[config.mk]
export PLATFORM = sky130hd
export DESIGN_NAME = websocket_frame_deframer_unit
export DESIGN_NICKNAME = d
export VERILOG_FILES = /design/src/sv/wsdf_pkg.sv /design/src/sv/wsdf_front.sv /design/src/sv/wsdf_queue.sv /design/src/sv/wsdf_back.sv /design/src/sv/websocket_frame_deframer_unit.sv
export SDC_FILE = /design/constraint.sdc
export NUM_CORES = 1
export LEC_CHECK = 0
export ABC_AREA = 0
export BUFFER_PORTS_ARGS = -buffer_cell sky130_fd_sc_hd__buf_2
export CAP_MARGIN = 15
export CORE_MARGIN = 3
export CORE_UTILIZATION = 60
export CTS_BUF_LIST = sky130_fd_sc_hd__clkbuf_8
export DETAILED_ROUTE_END_ITERATION = 10
export PLACE_DENSITY = 0.78
export SKIP_CTS_REPAIR_TIMING = 1
export SYNTH_ARGS = -nofsm -noshare
export SYNTH_HDL_FRONTEND = slang
export SYNTH_HIERARCHICAL = 1
export SYNTH_SLANG_ARGS = --single-unit
[constraint.sdc]
create_clock -name clk -period 5.44 [get_ports clk]
set_input_delay 1.088 -clock clk [delete_from_list [all_inputs] [get_ports clk]]
set_output_delay 1.088 -clock clk [all_outputs]
set_load 0.005 [all_outputs]
[src/sv/wsdf_pkg.sv]
`timescale 1ns / 1ps
package wsdf_pkg;

  localparam logic [2:0] KIND_DATA       = 3'd0;
  localparam logic [2:0] KIND_PING       = 3'd1;
  localparam logic [2:0] KIND_PING_EMPTY = 3'd2;
  localparam logic [2:0] KIND_STOP       = 3'd3;
  localparam logic [2:0] KIND_MSG_EMPTY  = 3'd4;

  localparam logic [2:0] STOP_CLOSE       = 3'd0;
  localparam logic [2:0] STOP_NO_MASK     = 3'd1;
  localparam logic [2:0] STOP_TOO_LARGE   = 3'd2;
  localparam logic [2:0] STOP_DATA_OPEN   = 3'd3;
  localparam logic [2:0] STOP_ORPHAN_CONT = 3'd4;
  localparam logic [2:0] STOP_EMPTY_MSG   = 3'd5;
  localparam logic [2:0] STOP_BAD_OPCODE  = 3'd6;

  localparam logic [3:0] OP_CONT   = 4'h0;
  localparam logic [3:0] OP_TEXT   = 4'h1;
  localparam logic [3:0] OP_BINARY = 4'h2;
  localparam logic [3:0] OP_CLOSE  = 4'h8;
  localparam logic [3:0] OP_PING   = 4'h9;
  localparam logic [3:0] OP_PONG   = 4'hA;

  localparam logic [15:0] MAX_PAYLOAD_RESET = 16'd256;

  // Classified result: payload bytes still carry their mask byte.
  typedef struct packed {
    logic [2:0] kind;
    logic [7:0] raw;
    logic [7:0] key;
    logic       text;
    logic       frame_last;
    logic       message_last;
    logic [2:0] code;
  } entry_t;

endpackage

[src/sv/wsdf_front.sv]
`timescale 1ns / 1ps
module wsdf_front (
  input  logic                clk,
  input  logic                rst,
  input  logic                accept,
  input  logic [7:0]          rx_byte,
  input  logic                cfg_write,
  input  logic [15:0]         cfg_data,
  output logic                emit,
  output wsdf_pkg::entry_t    entry
);

  localparam logic [2:0] PH_HDR0    = 3'd0;
  localparam logic [2:0] PH_HDR1    = 3'd1;
  localparam logic [2:0] PH_EXT16   = 3'd2;
  localparam logic [2:0] PH_EXT64   = 3'd3;
  localparam logic [2:0] PH_MASK    = 3'd4;
  localparam logic [2:0] PH_PAYLOAD = 3'd5;

  logic [2:0]  phase, phase_next;
  logic        fin, fin_next;
  logic [3:0]  opcode, opcode_next;
  logic [63:0] len_acc, len_acc_next;
  logic [2:0]  hcount, hcount_next;
  logic [31:0] mask_key, mask_key_next;
  logic [15:0] pos, pos_next;
  logic        msg_open, msg_open_next;
  logic        msg_text, msg_text_next;
  logic        stopped, stopped_next;
  logic [15:0] max_payload;

  logic [63:0] len_shift;
  logic [63:0] len_cand;
  logic        too_large;
  logic        ext_done;
  logic        len_zero;
  logic [16:0] pos_inc;
  logic        last;
  logic [7:0]  key_sel;

  always_comb begin
    len_shift = {len_acc[55:0], rx_byte};
    len_cand  = (phase == PH_HDR1) ? {57'd0, rx_byte[6:0]} : len_shift;
    too_large = (len_cand[63:16] != 48'd0) || (len_cand[15:0] > max_payload);
    ext_done  = (phase == PH_EXT16) ? (hcount == 3'd1) : (hcount == 3'd7);
    len_zero  = (len_acc == 64'd0);
    pos_inc   = {1'b0, pos} + 17'd1;
    // Length was checked against a 16-bit limit, so its low bits suffice.
    last      = pos_inc >= {1'b0, len_acc[15:0]};
    case (pos[1:0])
      2'd0:    key_sel = mask_key[31:24];
      2'd1:    key_sel = mask_key[23:16];
      2'd2:    key_sel = mask_key[15:8];
      default: key_sel = mask_key[7:0];
    endcase
  end

  always_comb begin
    phase_next    = phase;
    fin_next      = fin;
    opcode_next   = opcode;
    len_acc_next  = len_acc;
    hcount_next   = hcount;
    mask_key_next = mask_key;
    pos_next      = pos;
    msg_open_next = msg_open;
    msg_text_next = msg_text;
    stopped_next  = stopped;
    emit          = 1'b0;
    entry         = '0;
    if (accept && !stopped) begin
      case (phase)
        PH_HDR0: begin
          fin_next    = rx_byte[7];
          opcode_next = rx_byte[3:0];
          phase_next  = PH_HDR1;
        end
        PH_HDR1: begin
          if (!rx_byte[7]) begin
            stopped_next = 1'b1;
            emit         = 1'b1;
            entry.kind   = wsdf_pkg::KIND_STOP;
            entry.code   = wsdf_pkg::STOP_NO_MASK;
          end else begin
            hcount_next   = 3'd0;
            len_acc_next  = 64'd0;
            mask_key_next = 32'd0;
            if (rx_byte[6:0] == 7'd126) begin
              phase_next = PH_EXT16;
            end else if (rx_byte[6:0] == 7'd127) begin
              phase_next = PH_EXT64;
            end else begin
              len_acc_next = len_cand;
              if (too_large) begin
                stopped_next = 1'b1;
                emit         = 1'b1;
                entry.kind   = wsdf_pkg::KIND_STOP;
                entry.code   = wsdf_pkg::STOP_TOO_LARGE;
              end else begin
                phase_next = PH_MASK;
              end
            end
          end
        end
        PH_EXT16, PH_EXT64: begin
          len_acc_next = len_shift;
          if (!ext_done) begin
            hcount_next = hcount + 3'd1;
          end else begin
            hcount_next = 3'd0;
            if (too_large) begin
              stopped_next = 1'b1;
              emit         = 1'b1;
              entry.kind   = wsdf_pkg::KIND_STOP;
              entry.code   = wsdf_pkg::STOP_TOO_LARGE;
            end else begin
              phase_next = PH_MASK;
            end
          end
        end
        PH_MASK: begin
          mask_key_next = {mask_key[23:0], rx_byte};
          if (hcount < 3'd3) begin
            hcount_next = hcount + 3'd1;
          end else begin
            // Header complete: decide on the opcode.
            hcount_next = 3'd0;
            pos_next    = 16'd0;
            phase_next  = len_zero ? PH_HDR0 : PH_PAYLOAD;
            case (opcode)
              wsdf_pkg::OP_CLOSE: begin
                stopped_next = 1'b1;
                emit         = 1'b1;
                entry.kind   = wsdf_pkg::KIND_STOP;
                entry.code   = wsdf_pkg::STOP_CLOSE;
              end
              wsdf_pkg::OP_PING: begin
                if (len_zero) begin
                  emit             = 1'b1;
                  entry.kind       = wsdf_pkg::KIND_PING_EMPTY;
                  entry.frame_last = 1'b1;
                end
              end
              wsdf_pkg::OP_PONG: begin
                emit = 1'b0;
              end
              wsdf_pkg::OP_TEXT, wsdf_pkg::OP_BINARY: begin
                if (msg_open) begin
                  stopped_next = 1'b1;
                  emit         = 1'b1;
                  entry.kind   = wsdf_pkg::KIND_STOP;
                  entry.code   = wsdf_pkg::STOP_DATA_OPEN;
                end else begin
                  msg_text_next = (opcode == wsdf_pkg::OP_TEXT);
                  if (len_zero) begin
                    if (fin) begin
                      stopped_next = 1'b1;
                      emit         = 1'b1;
                      entry.kind   = wsdf_pkg::KIND_STOP;
                      entry.code   = wsdf_pkg::STOP_EMPTY_MSG;
                    end
                  end else begin
                    msg_open_next = 1'b1;
                  end
                end
              end
              wsdf_pkg::OP_CONT: begin
                if (!msg_open) begin
                  stopped_next = 1'b1;
                  emit         = 1'b1;
                  entry.kind   = wsdf_pkg::KIND_STOP;
                  entry.code   = wsdf_pkg::STOP_ORPHAN_CONT;
                end else if (len_zero && fin) begin
                  msg_open_next      = 1'b0;
                  emit               = 1'b1;
                  entry.kind         = wsdf_pkg::KIND_MSG_EMPTY;
                  entry.text         = msg_text;
                  entry.frame_last   = 1'b1;
                  entry.message_last = 1'b1;
                end
              end
              default: begin
                stopped_next = 1'b1;
                emit         = 1'b1;
                entry.kind   = wsdf_pkg::KIND_STOP;
                entry.code   = wsdf_pkg::STOP_BAD_OPCODE;
              end
            endcase
          end
        end
        PH_PAYLOAD: begin
          pos_next = pos_inc[15:0];
          if (last) begin
            phase_next = PH_HDR0;
          end
          if (opcode == wsdf_pkg::OP_PING) begin
            emit             = 1'b1;
            entry.kind       = wsdf_pkg::KIND_PING;
            entry.raw        = rx_byte;
            entry.key        = key_sel;
            entry.frame_last = last;
          end else if (opcode != wsdf_pkg::OP_PONG) begin
            if (last && fin) begin
              msg_open_next = 1'b0;
            end
            emit               = 1'b1;
            entry.kind         = wsdf_pkg::KIND_DATA;
            entry.raw          = rx_byte;
            entry.key          = key_sel;
            entry.text         = msg_text;
            entry.frame_last   = last;
            entry.message_last = last && fin;
          end
        end
        default: begin
          phase_next = PH_HDR0;
        end
      endcase
    end
  end

  always_ff @(posedge clk) begin
    if (rst) begin
      phase       <= PH_HDR0;
      fin         <= 1'b0;
      opcode      <= 4'd0;
      len_acc     <= 64'd0;
      hcount      <= 3'd0;
      mask_key    <= 32'd0;
      pos         <= 16'd0;
      msg_open    <= 1'b0;
      msg_text    <= 1'b0;
      stopped     <= 1'b0;
      max_payload <= wsdf_pkg::MAX_PAYLOAD_RESET;
    end else begin
      phase    <= phase_next;
      fin      <= fin_next;
      opcode   <= opcode_next;
      len_acc  <= len_acc_next;
      hcount   <= hcount_next;
      mask_key <= mask_key_next;
      pos      <= pos_next;
      msg_open <= msg_open_next;
      msg_text <= msg_text_next;
      stopped  <= stopped_next;
      if (cfg_write) begin
        max_payload <= cfg_data;
      end
    end
  end

endmodule

[src/sv/wsdf_queue.sv]
`timescale 1ns / 1ps
module wsdf_queue #(
  parameter int DEPTH = 4
) (
  input  logic             clk,
  input  logic             rst,
  input  logic             wr_en,
  input  wsdf_pkg::entry_t wr_data,
  input  logic             rd_en,
  output wsdf_pkg::entry_t rd_data,
  output logic             full,
  output logic             empty
);

  localparam int PW = (DEPTH > 1) ? $clog2(DEPTH) : 1;
  localparam int CW = $clog2(DEPTH + 1);

  wsdf_pkg::entry_t mem [DEPTH];
  logic [PW-1:0] wr_ptr, rd_ptr;
  logic [CW-1:0] count;

  assign full    = (count == CW'(DEPTH));
  assign empty   = (count == '0);
  assign rd_data = mem[rd_ptr];

  always_ff @(posedge clk) begin
    if (wr_en) begin
      mem[wr_ptr] <= wr_data;
    end
  end

  always_ff @(posedge clk) begin
    if (rst) begin
      wr_ptr <= '0;
      rd_ptr <= '0;
      count  <= '0;
    end else begin
      if (wr_en) begin
        wr_ptr <= (wr_ptr == PW'(DEPTH - 1)) ? '0 : wr_ptr + 1'b1;
      end
      if (rd_en) begin
        rd_ptr <= (rd_ptr == PW'(DEPTH - 1)) ? '0 : rd_ptr + 1'b1;
      end
      case ({wr_en, rd_en})
        2'b10:   count <= count + 1'b1;
        2'b01:   count <= count - 1'b1;
        default: count <= count;
      endcase
    end
  end

endmodule

[src/sv/wsdf_back.sv]
`timescale 1ns / 1ps
module wsdf_back (
  input  logic             clk,
  input  logic             rst,
  input  logic             q_empty,
  input  wsdf_pkg::entry_t q_data,
  output logic             q_pop,
  input  logic             pop,
  output logic             empty,
  output logic [2:0]       kind,
  output logic [7:0]       value,
  output logic             is_text,
  output logic             frame_last,
  output logic             message_last,
  output logic [2:0]       stop_code
);

  logic out_valid;

  assign empty = !out_valid;
  // Refill the output register when it is free or being drained.
  assign q_pop = !q_empty && (!out_valid || pop);

  always_ff @(posedge clk) begin
    if (rst) begin
      out_valid <= 1'b0;
    end else if (q_pop) begin
      out_valid <= 1'b1;
    end else if (pop) begin
      out_valid <= 1'b0;
    end
  end

  always_ff @(posedge clk) begin
    if (q_pop) begin
      kind         <= q_data.kind;
      value        <= q_data.raw ^ q_data.key;
      is_text      <= q_data.text;
      frame_last   <= q_data.frame_last;
      message_last <= q_data.message_last;
      stop_code    <= q_data.code;
    end
  end

endmodule

[src/sv/websocket_frame_deframer_unit.sv]
// A result is queued as its byte is taken, then moves to the output register once free.
// Throughput: one byte per cycle; the parser never waits on the output side
// until the FIFO_DEPTH-entry result queue fills, then full holds input off.
// Reset (rst, synchronous): parser returns to the first header byte, no message open,
// max_payload returns to 256, queue and output register empty.
`timescale 1ns / 1ps
module websocket_frame_deframer_unit #(
  parameter int FIFO_DEPTH = 4
) (
  input  logic        clk,
  input  logic        rst,
  input  logic        push,
  output logic        full,
  input  logic [7:0]  rx_byte,
  output logic        empty,
  input  logic        pop,
  output logic [2:0]  kind,
  output logic [7:0]  value,
  output logic        is_text,
  output logic        frame_last,
  output logic        message_last,
  output logic [2:0]  stop_code,
  input  logic        cfg_write,
  input  logic [15:0] cfg_data
);

  logic             accept;
  logic             emit;
  wsdf_pkg::entry_t front_entry;
  wsdf_pkg::entry_t q_data;
  logic             q_empty;
  logic             q_pop;

  assign accept = push && !full;

  wsdf_front u_front (
    .clk       (clk),
    .rst       (rst),
    .accept    (accept),
    .rx_byte   (rx_byte),
    .cfg_write (cfg_write),
    .cfg_data  (cfg_data),
    .emit      (emit),
    .entry     (front_entry)
  );

  wsdf_queue #(
    .DEPTH (FIFO_DEPTH)
  ) u_queue (
    .clk     (clk),
    .rst     (rst),
    .wr_en   (emit),
    .wr_data (front_entry),
    .rd_en   (q_pop),
    .rd_data (q_data),
    .full    (full),
    .empty   (q_empty)
  );

  wsdf_back u_back (
    .clk          (clk),
    .rst          (rst),
    .q_empty      (q_empty),
    .q_data       (q_data),
    .q_pop        (q_pop),
    .pop          (pop),
    .empty        (empty),
    .kind         (kind),
    .value        (value),
    .is_text      (is_text),
    .frame_last   (frame_last),
    .message_last (message_last),
    .stop_code    (stop_code)
  );

endmodule

==> metrics.txt <==
final setup violation count=0; category of the most critical setup path=register to register; post-synthesis instance area=0.0118 sq mm; Worst slew margin=30.7%; number of standard cells in the final layout excluding fillers=1408; floorplan die area=0.0213 sq mm; placed instance count=1329; Inserted Diodes=0; GPL Wtd Cong=0.900; Area Growth Syn to Fin=10.4%; fin area=between 0.01 and 0.015 sq mm; proportion of synthesized flip-flops having asynchronous set or reset=0%; Post-DP HPWL=16600 microns; status=complete, no violations; Setup TNS=0 ps; average detailed-routed wire length per instance=17.8 microns; gate count after technology mapping=~1.1k; maximum fanout count along the critical path=16; RSZ-0062 raised after global routing=no; Leak=0.00486 uW; number of hold-slack violations in the final timing report=0; largest net degree at the start of global routing=66; number of nets with antenna violations after routing=0; clock period minus final worst setup slack=4760 ps; height of the chip=around 150 microns; Worst setup EP type=register; ys flop type=sky130_fd_sc_hd__dfxtp_1; Core Box Area=0.0190 sq mm; Initial DRC Count=about 850; mean area per synthesized cell=11.0 sq um; share of the yosys chip area belonging to registers=55.7%; GRT Residual Overflow=0; Root Buffer=sky130_fd_sc_hd__clkbuf_8; fraction of final layout cells sized beyond drive strength 1=13.1%; register-to-register setup slack=680 ps; Inserted Clock Buffers=42; count of different cell masters after synthesis=68; IO Count=48; Vias per Instance=6.00; Pins Over Slew Limit=0; number of flops mapped to enable cells by yosys=117; H-tree depth=2; commonest non-fill, non-tap cells in the layout=195 x sky130_fd_sc_hd__nor2_1, 152 x sky130_fd_sc_hd__dfxtp_1, 117 x sky130_fd_sc_hd__edfxtp_1; count of TritonRoute iterations in the first routing pass=5; type of the most critical hold path=register to register; crit path DAT=5230 ps; worst setup skew after layout=about 28 ps; Worst VDD drop=194 uV; GRT Util Overall=23.4%; kind of start point of the critical path=register; Worst Path Required=5910 ps; Mapped Nets=1145; layout net count=about 1.2k; CTS tree=built; f_max=210 MHz; total DRC errors in the routed layout=0; power density cells=384 mW/mm^2; via count of the first global-routing pass=8322; slew of the pin with the lowest slew margin=1040 ps; wire length of the first global-routing pass=41300 microns; largest buffer count on any clock path=3; number of antenna violations at the first check in global routing=0; Die X=146 microns; reported max-cap violation count=0; Initial Util=a little over 60%; number of synthesized register bits=about 270; routed vias=approximately 8.4k; clk_lat worst skew=560 ps; Row Count=50; share of the clock period used by the worst path=87.4%; most frequent standard cell in the layout excluding fill and tap cells=sky130_fd_sc_hd__nor2_1; instance area at placement=~0.012 sq mm; total of buffers placed on input and output ports=47; Routed Wire Length=roughly 25000 microns; clock sink count=around 270; number of warnings reported in the yosys synthesis log=6; post-CTS clock slew at the launch and capture registers of the worst setup and hold paths=~60 ps
[metal layers]
metal	share of wire (%)	vias to the layer above	GRT usage (%)
met2	50	274	40.5
met3	6.0	45	3.76
met4	2.4	0	8.23
met5	0	-	0
met1	41	4093	30.0
li1	-	4030	-
[power by group]
part	leakage [uW]	switching, uW	total [uW]	internal (uW)
logic	0.00206	620	1020	404
registers	0.00232	97.0	2390	2290
clock network	0.000486	769	1580	812
total	0.00486	1490	4990	3510
[cell usage after synthesis (5+ instances only)]
library cell	count	area, sq um
sky130_fd_sc_hd__mux2i_1	21	210
sky130_fd_sc_hd__nor2b_1	5	31.3
sky130_fd_sc_hd__nand3b_1	5	37.5
sky130_fd_sc_hd__nand3_1	16	80.1
sky130_fd_sc_hd__nor4_1	18	113
sky130_fd_sc_hd__nor3b_1	5	37.5
sky130_fd_sc_hd__o21ai_0	18	90.1
sky130_fd_sc_hd__nor3_1	14	70.1
sky130_fd_sc_hd__a31oi_1	5	31.3
sky130_fd_sc_hd__a22oi_1	105	788
sky130_fd_sc_hd__ha_1	43	538
sky130_fd_sc_hd__nor2_1	197	739
sky130_fd_sc_hd__clkbuf_1	50	188
sky130_fd_sc_hd__buf_1	7	26.3
sky130_fd_sc_hd__dfxtp_1	152	3040
sky130_fd_sc_hd__inv_1	45	169
sky130_fd_sc_hd__nand2_1	38	143
sky130_fd_sc_hd__and2_1	7	43.8
sky130_fd_sc_hd__xor2_1	18	158
sky130_fd_sc_hd__a21oi_1	46	230
sky130_fd_sc_hd__nand2b_1	7	43.8
sky130_fd_sc_hd__and3_1	17	106
sky130_fd_sc_hd__a222oi_1	9	90.1
sky130_fd_sc_hd__mux4_2	20	450
sky130_fd_sc_hd__mux4_1	5	131
sky130_fd_sc_hd__a21o_1	5	37.5
sky130_fd_sc_hd__edfxtp_1	117	3510
sky130_fd_sc_hd__nand4_1	14	87.6
sky130_fd_sc_hd__xnor2_1	8	70.1
[cell families after synthesis]
family          share of synthesized area (%)
flops                                    55.7
xor+xnor                                 1.93
compound gates                           13.0
buf+inv                                  3.86
simple gates                             14.0
fa+ha+maj                                4.82
mux                                      6.72
[cell type report]
class	instances	area, sq um
clock buffer	44	606
clock inverter	34	191
fill	1443	6020
inverter	45	169
multi-input combinational	694	4790
sequential	269	6560
tap	260	325
timing repair buffer	62	363
[per-stage QoR]
step / utilization (%) / hold slack [ps] / setup slack [ps] / power, uW
after global placement: 64.0 / 469 / 761 / 3410
after global routing: 68.3 / 527 / 259 / 5260
after CTS: 68.2 / 499 / 755 / 5020
after detailed placement: 64.0 / 484 / 539 / 3440
after floorplan: - / 446 / 979 / 3170
final: 68.3 / 495 / 685 / 4990
[worst paths after layout]
| kind | cells past startpoint | startpoint | endpoint |
|---|---|---|---|
| setup / recovery | 17 | u_front/phase[0] | u_queue/count[2] |
| hold / removal | 2 | u_front/max_payload[10] | u_front/max_payload[10] |
| setup reg to reg | 17 | u_front/phase[0] | u_queue/count[2] |
| hold reg to reg | 2 | u_front/max_payload[10] | u_front/max_payload[10] |
[sequential cells by signal (all words and copies together), names as in the netlist, named ones only]
register             flops
u_front/msg_text         1
u_back/is_text           1
u_front/msg_open         1
u_front/opcode           4
u_front/pos             16
u_back/message_last      1
u_front/max_payload     16
u_front/phase            3
u_back/out_valid         1
u_front/stopped          1
u_back/stop_code         3
u_front/len_acc         64
u_queue/count            3
u_queue/mem            100
u_back/frame_last        1
u_front/fin              1
u_front/mask_key        32
u_front/hcount           3
u_queue/rd_ptr           2
u_back/value             8
u_queue/wr_ptr           2
u_back/kind              3
[critical path, stage by stage (launching register included)]
cell and delay [ps]:
sky130_fd_sc_hd__dfxtp_1 640, sky130_fd_sc_hd__and2_1 490, sky130_fd_sc_hd__nor2_1 90, sky130_fd_sc_hd__ha_1 320
sky130_fd_sc_hd__a21oi_1 160, sky130_fd_sc_hd__nand2_1 80, sky130_fd_sc_hd__a221o_1 340, sky130_fd_sc_hd__nor3_1 320
sky130_fd_sc_hd__nor3_1 150, sky130_fd_sc_hd__a211oi_1 400, sky130_fd_sc_hd__a31oi_1 280, sky130_fd_sc_hd__inv_1 150
sky130_fd_sc_hd__ha_1 200, sky130_fd_sc_hd__inv_1 70, sky130_fd_sc_hd__fa_1 380, sky130_fd_sc_hd__xor2_1 160
sky130_fd_sc_hd__or3_1 320, sky130_fd_sc_hd__a21oi_1 140
(Power assumes the default switching activity.)
